## src/design/udp_port_listener_table_core_macros.svh

```systemverilog
// assertion macros for the udp port listener table
`ifndef UDP_PORT_LISTENER_TABLE_CORE_MACROS_SVH
`define UDP_PORT_LISTENER_TABLE_CORE_MACROS_SVH

// same-cycle implication, checked out of reset
`define UPLT_ASSERT_NOW(name, clk, rst_n, ante, cons, msg) \
    name: assert property (@(posedge clk) disable iff (!rst_n) (ante) |-> (cons)) \
        else $error(msg);

// next-cycle implication, checked out of reset
`define UPLT_ASSERT_NEXT(name, clk, rst_n, ante, cons, msg) \
    name: assert property (@(posedge clk) disable iff (!rst_n) (ante) |=> (cons)) \
        else $error(msg);

`endif

```

## src/design/uplt_pkg.sv

```systemverilog
// shared types, codes and helpers for the udp port listener table
package uplt_pkg;

    localparam logic [1:0] CMD_REGISTER   = 2'd0;
    localparam logic [1:0] CMD_UNREGISTER = 2'd1;
    localparam logic [1:0] CMD_DELIVER    = 2'd2;
    localparam logic [1:0] CMD_UNUSED     = 2'd3;

    localparam logic [15:0] HDR_BYTES = 16'd8;
    localparam logic [4:0]  RM_MAX    = 5'd31;

    // table address field wide enough for the largest supported table (64)
    localparam int TBL_ADDR_W = 6;

    typedef enum logic [2:0] {
        ST_ADDED       = 3'd0,
        ST_UPDATED     = 3'd1,
        ST_FULL        = 3'd2,
        ST_REMOVED     = 3'd3,
        ST_DELIVERED   = 3'd4,
        ST_NO_LISTENER = 3'd5,
        ST_TOO_SHORT   = 3'd6
    } status_t;

    typedef enum logic [1:0] {
        TBL_NOP,
        TBL_NEW,
        TBL_HND,
        TBL_CLEAR
    } tbl_op_t;

    typedef struct packed {
        tbl_op_t                 op;
        logic [TBL_ADDR_W-1:0]   addr;
        logic [15:0]             port;
        logic [7:0]              handler;
    } tbl_ctrl_t;

    typedef struct packed {
        logic [1:0]  command;
        logic [15:0] port;
        logic [7:0]  handler_id;
        logic [15:0] header_dst_raw;
        logic [15:0] header_src_raw;
        logic [15:0] udp_length;
        logic [31:0] source_ip;
    } cmd_item_t;

    typedef struct packed {
        status_t     status;
        logic [7:0]  target_handler;
        logic [15:0] sender_port;
        logic [31:0] sender_ip;
        logic [15:0] payload_bytes;
        logic [4:0]  removed_count;
    } res_item_t;

    function automatic logic [15:0] swap16(input logic [15:0] x);
        swap16 = {x[7:0], x[15:8]};
    endfunction

endpackage

```

## src/design/uplt_ifs.sv

```systemverilog
// valid/ready channel interfaces for commands and results
interface uplt_cmd_if;
    logic        valid;
    logic        ready;
    logic [1:0]  command;
    logic [15:0] port;
    logic [7:0]  handler_id;
    logic [15:0] header_dst_raw;
    logic [15:0] header_src_raw;
    logic [15:0] udp_length;
    logic [31:0] source_ip;

    modport source (
        output valid, command, port, handler_id, header_dst_raw, header_src_raw,
               udp_length, source_ip,
        input  ready
    );
    modport sink (
        input  valid, command, port, handler_id, header_dst_raw, header_src_raw,
               udp_length, source_ip,
        output ready
    );
endinterface

interface uplt_res_if;
    logic        valid;
    logic        ready;
    logic [2:0]  status;
    logic [7:0]  target_handler;
    logic [15:0] sender_port;
    logic [31:0] sender_ip;
    logic [15:0] payload_bytes;
    logic [4:0]  removed_count;

    modport source (
        output valid, status, target_handler, sender_port, sender_ip, payload_bytes,
               removed_count,
        input  ready
    );
    modport sink (
        input  valid, status, target_handler, sender_port, sender_ip, payload_bytes,
               removed_count,
        output ready
    );
endinterface

```

## src/design/uplt_entry_table.sv

```systemverilog
// listener entry store: valid flags in flops, port and handler words in memory
module uplt_entry_table
    import uplt_pkg::*;
#(
    parameter int ENTRIES = 16,
    localparam int IDX_W = (ENTRIES > 1) ? $clog2(ENTRIES) : 1
)
(
    input  logic               clk,
    input  logic               rst_n,
    input  tbl_ctrl_t          ctrl,
    input  logic [IDX_W-1:0]   rd_addr,
    output logic [15:0]        rd_port,
    output logic [7:0]         rd_handler,
    output logic [ENTRIES-1:0] entry_valid
);

    logic [ENTRIES-1:0] valid_reg;
    logic [ENTRIES-1:0] valid_next;
    logic [15:0]        port_mem [ENTRIES];
    logic [7:0]         hnd_mem  [ENTRIES];
    logic [15:0]        rd_port_reg;
    logic [7:0]         rd_hnd_reg;
    logic [IDX_W-1:0]   waddr;

    assign waddr = ctrl.addr[IDX_W-1:0];

    always_comb
    begin
        valid_next = valid_reg;
        unique case (ctrl.op)
            TBL_NEW:   valid_next[waddr] = 1'b1;
            TBL_CLEAR: valid_next[waddr] = 1'b0;
            default:   ;
        endcase
    end

    always_ff @(posedge clk or negedge rst_n)
    begin
        if (!rst_n)
        begin
            valid_reg <= '0;
        end
        else
        begin
            valid_reg <= valid_next;
        end
    end

    always_ff @(posedge clk)
    begin
        if (ctrl.op == TBL_NEW)
        begin
            port_mem[waddr] <= ctrl.port;
        end
        if (ctrl.op == TBL_NEW || ctrl.op == TBL_HND)
        begin
            hnd_mem[waddr] <= ctrl.handler;
        end
        rd_port_reg <= port_mem[rd_addr];
        rd_hnd_reg  <= hnd_mem[rd_addr];
    end

    assign rd_port     = rd_port_reg;
    assign rd_handler  = rd_hnd_reg;
    assign entry_valid = valid_reg;

endmodule

```

## src/design/uplt_scan_seq.sv

```systemverilog
// command sequencer: one shared port comparator walks the table an entry a cycle
module uplt_scan_seq
    import uplt_pkg::*;
#(
    parameter int ENTRIES = 16,
    localparam int IDX_W = (ENTRIES > 1) ? $clog2(ENTRIES) : 1,
    localparam int CNT_W = $clog2(ENTRIES + 1)
)
(
    input  logic               clk,
    input  logic               rst_n,
    input  logic               cmd_valid,
    output logic               cmd_ready,
    input  cmd_item_t          cmd_item,
    output logic               res_valid,
    input  logic               res_ready,
    output res_item_t          res_item,
    output tbl_ctrl_t          tbl_ctrl,
    output logic [IDX_W-1:0]   rd_addr,
    input  logic [15:0]        rd_port,
    input  logic [7:0]         rd_handler,
    input  logic [ENTRIES-1:0] entry_valid
);

    typedef enum logic [1:0] {
        IDLE,
        SCAN,
        FINISH
    } state_t;

    state_t           state_reg,   state_next;
    logic [1:0]       cmd_reg,     cmd_next;
    logic             short_reg,   short_next;
    logic [15:0]      key_reg,     key_next;
    logic [7:0]       hid_reg,     hid_next;
    logic [15:0]      sport_reg,   sport_next;
    logic [31:0]      sip_reg,     sip_next;
    logic [15:0]      pay_reg,     pay_next;
    logic [CNT_W-1:0] cnt_reg,     cnt_next;
    logic             cmp_vld_reg, cmp_vld_next;
    logic [IDX_W-1:0] cmp_idx_reg, cmp_idx_next;
    logic             hit_reg,     hit_next;
    logic [IDX_W-1:0] hit_idx_reg, hit_idx_next;
    logic [7:0]       hit_hnd_reg, hit_hnd_next;
    logic             free_reg,    free_next;
    logic [IDX_W-1:0] free_idx_reg, free_idx_next;
    logic [4:0]       rm_cnt_reg,  rm_cnt_next;
    res_item_t        res_reg,     res_next;
    logic             res_valid_reg, res_valid_next;
    logic             entry_match;
    logic             entry_free;

    // compare stage sees the word read for cmp_idx_reg in the previous cycle
    assign entry_match = cmp_vld_reg && entry_valid[cmp_idx_reg] && (rd_port == key_reg);
    assign entry_free  = cmp_vld_reg && !entry_valid[cmp_idx_reg];

    always_comb
    begin
        state_next     = state_reg;
        cmd_next       = cmd_reg;
        short_next     = short_reg;
        key_next       = key_reg;
        hid_next       = hid_reg;
        sport_next     = sport_reg;
        sip_next       = sip_reg;
        pay_next       = pay_reg;
        cnt_next       = cnt_reg;
        cmp_vld_next   = cmp_vld_reg;
        cmp_idx_next   = cmp_idx_reg;
        hit_next       = hit_reg;
        hit_idx_next   = hit_idx_reg;
        hit_hnd_next   = hit_hnd_reg;
        free_next      = free_reg;
        free_idx_next  = free_idx_reg;
        rm_cnt_next    = rm_cnt_reg;
        res_next       = res_reg;
        res_valid_next = res_valid_reg;
        rd_addr        = cnt_reg[IDX_W-1:0];
        tbl_ctrl.op      = TBL_NOP;
        tbl_ctrl.addr    = '0;
        tbl_ctrl.port    = key_reg;
        tbl_ctrl.handler = hid_reg;

        if (res_valid_reg && res_ready)
        begin
            res_valid_next = 1'b0;
        end

        unique case (state_reg)
            IDLE:
            begin
                if (cmd_valid)
                begin
                    cmd_next      = cmd_item.command;
                    key_next      = (cmd_item.command == CMD_DELIVER) ?
                                    swap16(cmd_item.header_dst_raw) : cmd_item.port;
                    hid_next      = cmd_item.handler_id;
                    sport_next    = swap16(cmd_item.header_src_raw);
                    sip_next      = cmd_item.source_ip;
                    pay_next      = cmd_item.udp_length - HDR_BYTES;
                    short_next    = cmd_item.udp_length < HDR_BYTES;
                    cnt_next      = '0;
                    cmp_vld_next  = 1'b0;
                    hit_next      = 1'b0;
                    free_next     = 1'b0;
                    rm_cnt_next   = '0;
                    priority if (cmd_item.command == CMD_UNUSED)
                    begin
                        state_next = IDLE;
                    end
                    else if (cmd_item.command == CMD_DELIVER &&
                             cmd_item.udp_length < HDR_BYTES)
                    begin
                        state_next = FINISH;
                    end
                    else
                    begin
                        state_next = SCAN;
                    end
                end
            end

            SCAN:
            begin
                if (cnt_reg == CNT_W'(ENTRIES))
                begin
                    cmp_vld_next = 1'b0;
                    state_next   = FINISH;
                end
                else
                begin
                    cmp_vld_next = 1'b1;
                    cmp_idx_next = cnt_reg[IDX_W-1:0];
                    cnt_next     = cnt_reg + CNT_W'(1);
                end

                if (entry_match && !hit_reg)
                begin
                    hit_next     = 1'b1;
                    hit_idx_next = cmp_idx_reg;
                    hit_hnd_next = rd_handler;
                end
                if (entry_free && !free_reg)
                begin
                    free_next     = 1'b1;
                    free_idx_next = cmp_idx_reg;
                end
                if (entry_match && cmd_reg == CMD_UNREGISTER)
                begin
                    tbl_ctrl.op   = TBL_CLEAR;
                    tbl_ctrl.addr = TBL_ADDR_W'(cmp_idx_reg);
                    if (rm_cnt_reg != RM_MAX)
                    begin
                        rm_cnt_next = rm_cnt_reg + 5'd1;
                    end
                end
            end

            FINISH:
            begin
                // wait for a free result slot, then commit the table write once
                if (!res_valid_reg || res_ready)
                begin
                    res_valid_next          = 1'b1;
                    state_next              = IDLE;
                    res_next.status         = ST_FULL;
                    res_next.target_handler = '0;
                    res_next.sender_port    = '0;
                    res_next.sender_ip      = '0;
                    res_next.payload_bytes  = '0;
                    res_next.removed_count  = '0;
                    unique case (cmd_reg)
                        CMD_REGISTER:
                        begin
                            priority if (hit_reg)
                            begin
                                res_next.status = ST_UPDATED;
                                tbl_ctrl.op     = TBL_HND;
                                tbl_ctrl.addr   = TBL_ADDR_W'(hit_idx_reg);
                            end
                            else if (free_reg)
                            begin
                                res_next.status = ST_ADDED;
                                tbl_ctrl.op     = TBL_NEW;
                                tbl_ctrl.addr   = TBL_ADDR_W'(free_idx_reg);
                            end
                            else
                            begin
                                res_next.status = ST_FULL;
                            end
                        end
                        CMD_UNREGISTER:
                        begin
                            res_next.status        = ST_REMOVED;
                            res_next.removed_count = rm_cnt_reg;
                        end
                        default:
                        begin
                            if (short_reg)
                            begin
                                res_next.status = ST_TOO_SHORT;
                            end
                            else
                            begin
                                res_next.status         = hit_reg ? ST_DELIVERED
                                                                  : ST_NO_LISTENER;
                                res_next.target_handler = hit_reg ? hit_hnd_reg : 8'd0;
                                res_next.sender_port    = sport_reg;
                                res_next.sender_ip      = sip_reg;
                                res_next.payload_bytes  = pay_reg;
                            end
                        end
                    endcase
                end
            end

            default:
            begin
                state_next = IDLE;
            end
        endcase
    end

    always_ff @(posedge clk or negedge rst_n)
    begin
        if (!rst_n)
        begin
            state_reg     <= IDLE;
            cmd_reg       <= CMD_REGISTER;
            short_reg     <= 1'b0;
            key_reg       <= '0;
            hid_reg       <= '0;
            sport_reg     <= '0;
            sip_reg       <= '0;
            pay_reg       <= '0;
            cnt_reg       <= '0;
            cmp_vld_reg   <= 1'b0;
            cmp_idx_reg   <= '0;
            hit_reg       <= 1'b0;
            hit_idx_reg   <= '0;
            hit_hnd_reg   <= '0;
            free_reg      <= 1'b0;
            free_idx_reg  <= '0;
            rm_cnt_reg    <= '0;
            res_reg       <= '{status: ST_ADDED, default: '0};
            res_valid_reg <= 1'b0;
        end
        else
        begin
            state_reg     <= state_next;
            cmd_reg       <= cmd_next;
            short_reg     <= short_next;
            key_reg       <= key_next;
            hid_reg       <= hid_next;
            sport_reg     <= sport_next;
            sip_reg       <= sip_next;
            pay_reg       <= pay_next;
            cnt_reg       <= cnt_next;
            cmp_vld_reg   <= cmp_vld_next;
            cmp_idx_reg   <= cmp_idx_next;
            hit_reg       <= hit_next;
            hit_idx_reg   <= hit_idx_next;
            hit_hnd_reg   <= hit_hnd_next;
            free_reg      <= free_next;
            free_idx_reg  <= free_idx_next;
            rm_cnt_reg    <= rm_cnt_next;
            res_reg       <= res_next;
            res_valid_reg <= res_valid_next;
        end
    end

    assign cmd_ready = (state_reg == IDLE);
    assign res_valid = res_valid_reg;
    assign res_item  = res_reg;

endmodule

```

## src/design/udp_port_listener_table_core.sv

```systemverilog
// udp port listener table, top level
// register, unregister and deliver scan all ENTRIES slots, one per cycle through one
// port comparator, then the FINISH state issues the registered result once the result
// slot is free; a new item is taken only after the last one's result is issued, and a too-short packet skips the scan
// async active-low reset clears all active flags and the sequencer; ready out of reset
module udp_port_listener_table_core
    import uplt_pkg::*;
#(
    parameter int ENTRIES = 16
)
(
    input logic        clk,
    input logic        rst_n,
    uplt_cmd_if.sink   cmd,
    uplt_res_if.source res
);

    `include "udp_port_listener_table_core_macros.svh"

    localparam int IDX_W = (ENTRIES > 1) ? $clog2(ENTRIES) : 1;

    cmd_item_t          cmd_item;
    res_item_t          res_item;
    tbl_ctrl_t          tbl_ctrl;
    logic [IDX_W-1:0]   rd_addr;
    logic [15:0]        rd_port;
    logic [7:0]         rd_handler;
    logic [ENTRIES-1:0] entry_valid;
    logic               res_valid;
    logic               cmd_ready;

    assign cmd_item.command        = cmd.command;
    assign cmd_item.port           = cmd.port;
    assign cmd_item.handler_id     = cmd.handler_id;
    assign cmd_item.header_dst_raw = cmd.header_dst_raw;
    assign cmd_item.header_src_raw = cmd.header_src_raw;
    assign cmd_item.udp_length     = cmd.udp_length;
    assign cmd_item.source_ip      = cmd.source_ip;

    uplt_entry_table #(
        .ENTRIES (ENTRIES)
    ) u_table (
        .clk         (clk),
        .rst_n       (rst_n),
        .ctrl        (tbl_ctrl),
        .rd_addr     (rd_addr),
        .rd_port     (rd_port),
        .rd_handler  (rd_handler),
        .entry_valid (entry_valid)
    );

    uplt_scan_seq #(
        .ENTRIES (ENTRIES)
    ) u_seq (
        .clk         (clk),
        .rst_n       (rst_n),
        .cmd_valid   (cmd.valid),
        .cmd_ready   (cmd_ready),
        .cmd_item    (cmd_item),
        .res_valid   (res_valid),
        .res_ready   (res.ready),
        .res_item    (res_item),
        .tbl_ctrl    (tbl_ctrl),
        .rd_addr     (rd_addr),
        .rd_port     (rd_port),
        .rd_handler  (rd_handler),
        .entry_valid (entry_valid)
    );

    assign cmd.ready          = cmd_ready;
    assign res.valid          = res_valid;
    assign res.status         = res_item.status;
    assign res.target_handler = res_item.target_handler;
    assign res.sender_port    = res_item.sender_port;
    assign res.sender_ip      = res_item.sender_ip;
    assign res.payload_bytes  = res_item.payload_bytes;
    assign res.removed_count  = res_item.removed_count;

    // a real command keeps the block busy for at least the next cycle
    `UPLT_ASSERT_NEXT(a_busy_after_cmd, clk, rst_n, cmd.valid && cmd_ready && cmd.command != CMD_UNUSED, !cmd_ready, "ready held after a command was taken")

    // a new listener only lands in a free slot
    `UPLT_ASSERT_NOW(a_new_into_free, clk, rst_n, tbl_ctrl.op == TBL_NEW, !entry_valid[tbl_ctrl.addr[IDX_W-1:0]], "new entry written over an active slot")

    // unregister only clears active slots
    `UPLT_ASSERT_NOW(a_clear_active, clk, rst_n, tbl_ctrl.op == TBL_CLEAR, entry_valid[tbl_ctrl.addr[IDX_W-1:0]], "clear issued on an inactive slot")

    // a register write always goes with a result in the next cycle
    `UPLT_ASSERT_NEXT(a_write_has_result, clk, rst_n, tbl_ctrl.op == TBL_NEW || tbl_ctrl.op == TBL_HND, res_valid, "register write without a result")

endmodule
```

## src/flat_wrapper.sv

```systemverilog
// flat-port wrapper written by rule: the top's interface ports become plain ports
module udp_port_listener_table_core_flat import uplt_pkg::*;
#(
    parameter int ENTRIES = 16
)
  (clk, rst_n, cmd_valid, cmd_command, cmd_port, cmd_handler_id, cmd_header_dst_raw, cmd_header_src_raw, cmd_udp_length, cmd_source_ip, cmd_ready, res_valid, res_status, res_target_handler, res_sender_port, res_sender_ip, res_payload_bytes, res_removed_count, res_ready);
  uplt_cmd_if cmd_i ();
  uplt_res_if res_i ();
  input logic clk;
  input logic rst_n;
  input wire logic [$bits(cmd_i.valid)-1:0] cmd_valid;
  input wire logic [$bits(cmd_i.command)-1:0] cmd_command;
  input wire logic [$bits(cmd_i.port)-1:0] cmd_port;
  input wire logic [$bits(cmd_i.handler_id)-1:0] cmd_handler_id;
  input wire logic [$bits(cmd_i.header_dst_raw)-1:0] cmd_header_dst_raw;
  input wire logic [$bits(cmd_i.header_src_raw)-1:0] cmd_header_src_raw;
  input wire logic [$bits(cmd_i.udp_length)-1:0] cmd_udp_length;
  input wire logic [$bits(cmd_i.source_ip)-1:0] cmd_source_ip;
  output wire logic [$bits(cmd_i.ready)-1:0] cmd_ready;
  output wire logic [$bits(res_i.valid)-1:0] res_valid;
  output wire logic [$bits(res_i.status)-1:0] res_status;
  output wire logic [$bits(res_i.target_handler)-1:0] res_target_handler;
  output wire logic [$bits(res_i.sender_port)-1:0] res_sender_port;
  output wire logic [$bits(res_i.sender_ip)-1:0] res_sender_ip;
  output wire logic [$bits(res_i.payload_bytes)-1:0] res_payload_bytes;
  output wire logic [$bits(res_i.removed_count)-1:0] res_removed_count;
  input wire logic [$bits(res_i.ready)-1:0] res_ready;
  assign cmd_i.valid = cmd_valid;
  assign cmd_i.command = cmd_command;
  assign cmd_i.port = cmd_port;
  assign cmd_i.handler_id = cmd_handler_id;
  assign cmd_i.header_dst_raw = cmd_header_dst_raw;
  assign cmd_i.header_src_raw = cmd_header_src_raw;
  assign cmd_i.udp_length = cmd_udp_length;
  assign cmd_i.source_ip = cmd_source_ip;
  assign cmd_ready = cmd_i.ready;
  assign res_valid = res_i.valid;
  assign res_status = res_i.status;
  assign res_target_handler = res_i.target_handler;
  assign res_sender_port = res_i.sender_port;
  assign res_sender_ip = res_i.sender_ip;
  assign res_payload_bytes = res_i.payload_bytes;
  assign res_removed_count = res_i.removed_count;
  assign res_i.ready = res_ready;
  udp_port_listener_table_core #(.ENTRIES(ENTRIES)) u_core (.clk(clk), .rst_n(rst_n), .cmd(cmd_i), .res(res_i));
endmodule
```

## config.mk

```make
export PLATFORM = sky130hd
export DESIGN_NAME = udp_port_listener_table_core_flat
export DESIGN_NICKNAME = d
export VERILOG_FILES = /design/src/design/uplt_pkg.sv /design/src/design/uplt_ifs.sv /design/src/design/uplt_entry_table.sv /design/src/design/uplt_scan_seq.sv /design/src/design/udp_port_listener_table_core.sv /design/src/flat_wrapper.sv
export VERILOG_INCLUDE_DIRS = /design/src /design/src/design
export SDC_FILE = /design/constraint.sdc
export NUM_CORES = 1
export LEC_CHECK = 0
export BUFFER_PORTS_ARGS = -buffer_cell sky130_fd_sc_hd__buf_2
export CORE_ASPECT_RATIO = 0.9
export CORE_MARGIN = 2
export CORE_UTILIZATION = 40
export DETAILED_ROUTE_END_ITERATION = 7
export MAX_ROUTING_LAYER = met4
export PLACE_DENSITY_LB_ADDON = 0.3
export SLEW_MARGIN = 0
export SYNTH_ARGS = -nofsm -noshare
export SYNTH_HDL_FRONTEND = slang
export SYNTH_HIERARCHICAL = 1
export SYNTH_SLANG_ARGS = --single-unit
```

## constraint.sdc

```tcl
create_clock -name clk -period 4.7 [get_ports clk]
set_input_delay 0 -clock clk [delete_from_list [all_inputs] [get_ports clk]]
set_output_delay 0 -clock clk [all_outputs]
set_load 0.01 [all_outputs]
```

# ---- Word-level counts from Yosys, hierarchy flattened
# Memory sizes are Yosys's and may differ from the RTL's. A register that Yosys moved wholly into a read port is not among the register bits.
# Cells that the tools add are included.
dict set report totals {
  reg_bits 223
  latch_bits 0
  ramBits 384
  rom_bits 0
  elab_cells 135
  n_memories 2
}
# memory words word_bits read_ports rd_clocked_by_memory_dff wr line_no
set memory_table {}
lappend memory_table {u_core.u_table.port_mem 16 16 1 1 1 uplt_entry_table.sv:20} ;# logic [15:0] port_mem [ENTRIES];
lappend memory_table {u_core.u_table.hnd_mem 16 8 1 1 1 uplt_entry_table.sv:21} ;# logic [7:0] hnd_mem [ENTRIES];
dict set report op_classes {
  n_addsub 3
  mul 0
  div 0
  order_cmp 4
  n_eq_ne 19
  shift 0
  muxes 47
  bitwise 4
  n_reduce_logical 31
}
# op n
set ops {}
lappend ops {{72-bit 2-to-1 mux} 2}
lappend ops {{8-bit 2-to-1 mux} 5}
lappend ops {{16-bit one-hot mux with 2 select lines} 1}
lappend ops {{5-bit 2-to-1 mux} 5}
lappend ops {{5-bit one-hot mux with 2 select lines} 2}
lappend ops {{16-bit AND} 1}
lappend ops {{16-bit equality test} 1}
lappend ops {{16-bit by 4-bit < comparator with 1-bit output, second input constant} 1}
lappend ops {{16-bit 2-to-1 mux} 1}
lappend ops {{2-bit 2-to-1 mux} 8}
lappend ops {{2-bit != test, second input constant} 8}
lappend ops {{16-bit inverter} 1}
lappend ops {{16-bit OR} 1}
lappend ops {{8-bit one-hot mux with 2 select lines} 1}
lappend ops {{16-bit by 4-bit subtractor with 16-bit output, second input constant} 1}
lappend ops {{1-bit 2-to-1 mux} 14}
lappend ops {{2-bit AND reduction} 6}
lappend ops {{3-bit AND reduction} 4}
lappend ops {{5-bit by 1-bit adder with 5-bit output, second input constant} 2}
lappend ops {{2-bit equality test, second input constant} 5}
lappend ops {{4-bit by 5-bit < comparator with 1-bit output, second input constant} 2}
lappend ops {{1-bit logical AND} 9}
lappend ops {{7-bit 2-to-1 mux} 1}
lappend ops {{2-bit by 1-bit equality test with 1-bit output, second input constant} 3}
lappend ops {{15 further kinds} 23}

# ---- Depth between registers and ports, before layout
dict set report depth {
  depth_word 14
  mapped_depth 12
}

# ---- Hierarchy
# Netlist, hierarchy kept.
# mod n_inst cells_each area_per_inst_um2 seq_area_each_um2
set by_module_without_submodules {}
lappend by_module_without_submodules {uplt_entry_table 1 703 15645.0 12411.9}
lappend by_module_without_submodules {uplt_scan_seq 1 684 8678.3 5180.0}

# ---- Worst setup path after synthesis
# No wires, ideal clock.
dict set report synth_path {
  kind {reg-to-reg}
  start {reg u_core.u_seq.key_reg[11]}
  end {mem u_core.u_table.port_mem[8][0], enable pin}
  setup_time_ns 0.390
  arrival_time_ns 3.537
  setup_slack_ns 0.773
  path_stages_with_launch 9
  path_cell_list {dfrtp_1 xor2_1 or4_1 nor4_1 a21oi_1 nor2b_1 ha_1 or3b_2 nor2_1}
}
# item line_no
set synth_rtl {}
lappend synth_rtl {{start, declared} uplt_scan_seq.sv:34} ;# logic [15:0] key_reg, key_next;
lappend synth_rtl {{start signal, assigned} uplt_scan_seq.sv:253} ;# key_reg <= key_next;
lappend synth_rtl {{end, declared} uplt_entry_table.sv:20}

==> reports/metrics.cfg <==
[status]
outcome = complete, no violations

[sta]
setup_violations = 0
hold_viol_final = 0
setup_tns_ps = 0
rsz0062_at_grt = false
maxSlewViolCount = 0
skew_ps = 23.0
worst_slew_pin_slew_ps = 1030
min_period_ps = 4260
maxSlewHeadroom = 0.316
finalCritPeriodShare = 0.906
timing.fmax_ghz = 0.235

[clock_network]
post_cts_resized = 0
cts_hold_buf = 117
cts_tree = yes
cts_sinks = 631
cts_buffer_depth = 3
clock_latency_ps = 630
htreeDepth = 2
clkSlewWorstSetupHoldPaths_ps = 60
root_buffer = clkbuf_16
numCtsBuffers = 60
cts_post_setup_buffers_inserted = 0

[critical_path]
r2r_cells = 11
crit_slowest_cell = nor2_1
required_ps = 4950
crit_top_cell = nor4_1
startpoint_type = flop
critPathMaxStageDelay_ps = 580
crit_chain = xor2_1 > nor4_1 > nand3_1 > nor4_1 > buf_4 > a21oi_1 > nor2b_1 > inv_1 > ha_1 > or3b_2 > nor2_1
critPathKind = flop to flop
reg2reg_slack_ps = 440
setup.worst_path.end_class = flop
crit_fanout = 18
arrival_ps = 4500
r2r_end = u_core/u_table/hnd_mem[5][5]
r2r-start = u_core/u_seq/key_reg[3]

[routing]
drt_wl_total_um = 56900
vias = 13737
first_pass_iters = 8
drc = 0
ant_nets = 0
drt-initial-drc-count = 1007
avgViaCountPerCell = 5.38
avgRoutedWirePerCell_um = 22.3

[place]
gp_congestion = 0.790
portBuffers = 191
dpl.hpwl_um = 34100

[cells_and_area]
nets = 1837
fillerInstances = 4992
largest_reg_flops = 256
area_growth_pct = 21.9
postLayoutCoreUtil = 0.494
top_register = u_core/u_table/port_mem
diodes = 0
drive_gt1_frac = 0.310

[power_and_ir_drop]
irDropWorstVdd_v = 0.000376
power_frac_clock = 0.304
p_comb_frac = 0.213
powerDensity_mw_per_mm2 = 575
p_leak_uw = 0.0112
seqPwrFrac = 0.483
p_switching_uw = 4940
p_int_uw = 12100
switching_share = 0.289

[die]
num_rows = 85
start_util = 0.405
core_area_mm2 = 0.0600
die_x_um = 264
design.die.area_mm2 = 0.0628
die_y_um = 238
ios = 192

[global_routing]
grt_pass1_wl_um = 87500
grt_overflow = 0
grt_max_degree = 122
grt_pass1_vias = 14592
antenna_found_initial = 0
grtUsageTotal = 0.188

[run]
maxCapViolCount = 0

[yosys]
syn_inst = 1384
ys_warn_count = 6
postSynthAreaPerCell_um2 = 17.6
syn_nets = 1504
syn_area_mm2 = 0.0243

[min_path]
hold_path_class = input port to asynchronous set/reset pin

==> area by class of cell <==
type	count	area [um2]	share of cell area
Timing Repair Buffer	356	2510	0.0847
Clock inverter	44	572	0.0193
Inverter	15	56.3	0.00190
Multi-Input combinational cell	653	6330	0.214
Tap cell	783	980	0.0331
Clock buffer	69	1590	0.0535
Sequential cell	631	17600	0.594
==> layout by cell type, fill, tap and decap left out, drive strengths merged, types with 3 or more instances in the layout <==
master / n
a21oi: 9
a22o: 68
a22oi: 53
a32o: 8
buf: 239
bufinv: 12
clkbuf: 69
clkinv: 23
clkinvlp: 7
dfrtp: 223
dfxtp: 24
dlygate4sd3: 117
edfxtp: 384
ha: 10
inv: 17
mux2: 80
mux2i: 19
mux4: 100
nand2: 82
nand2b: 4
nand3: 11
nand3b: 5
nor2: 52
nor2b: 11
nor3: 9
nor4: 6
o211ai: 6
o21ai: 45
o22a: 16
o22ai: 3
o31ai: 3
or3: 4
or3b: 3
or4: 4
xnor2: 7
xor2: 19
==> per-layer routing <==
metal	vias to the layer above	global-route usage	routed length (um)
met5	-	-	0
met4	0	0.0403	899
met3	69	0.0379	3910
met2	458	0.302	27600
met1	7133	0.250	24500
li1	6077	-	-
==> worst max path at each step <==
| stage | start | depth (start not counted) | end | slack, ps |
|---|---|---|---|---|
| after global placement | u_core/u_seq/key_reg[13] | 11 | u_core/u_table/hnd_mem[9][7] | 550 |
| after detailed placement | u_core/u_seq/key_reg[3] | 11 | u_core/u_table/hnd_mem[5][6] | 460 |
| after floorplan | u_core/u_seq/key_reg[11] | 8 | u_core/u_table/port_mem[8][0] | 770 |
| final | u_core/u_seq/key_reg[3] | 11 | u_core/u_table/hnd_mem[5][5] | 440 |
| after CTS | u_core/u_seq/key_reg[3] | 11 | u_core/u_table/hnd_mem[5][5] | 430 |
| after global routing | u_core/u_seq/key_reg[3] | 11 | u_core/u_table/hnd_mem[5][3] | 190 |
==> power by group through the flow <==
stage | logic, uW | clock network (uW) | registers (uW)
5_1_grt | 3940 | 5520 | 8410
4_1_cts | 3640 | 5300 | 8260
3_5_place_dp | 3550 | 0 | 8350
3_3_place_gp | 3500 | 0 | 8290
6_report | 3630 | 5180 | 8240
2_1_floorplan | 2400 | 0 | 8060
==> worst max-delay path, delay by kind of cell, from the launching register on <==
kind	cells	cell delay [ps]
AO/OA/AOI/OAI	1	50
flip-flops	1	570
adder cells (fa/ha/maj)	1	300
XOR/XNOR	1	250
buffers and inverters	2	260
AND/OR/NAND/NOR	6	2430
==> per-stage QoR <==
stage / setup slack [ps] / power, uW / cells / hold slack (ps) / area (um2)
floorplan: 773 / 10500 / 1384 / -296 / 24300
finish: 443 / 17100 / 2551 / 91.0 / 29600
global placement: 553 / 11800 / 2321 / 178 / 26300
detailed placement: 462 / 11900 / 2321 / 186 / 26300
CTS: 428 / 17200 / 2551 / 101 / 29600
global route: 191 / 17900 / 2551 / 131 / 29600
(Power assumes the default switching activity.)
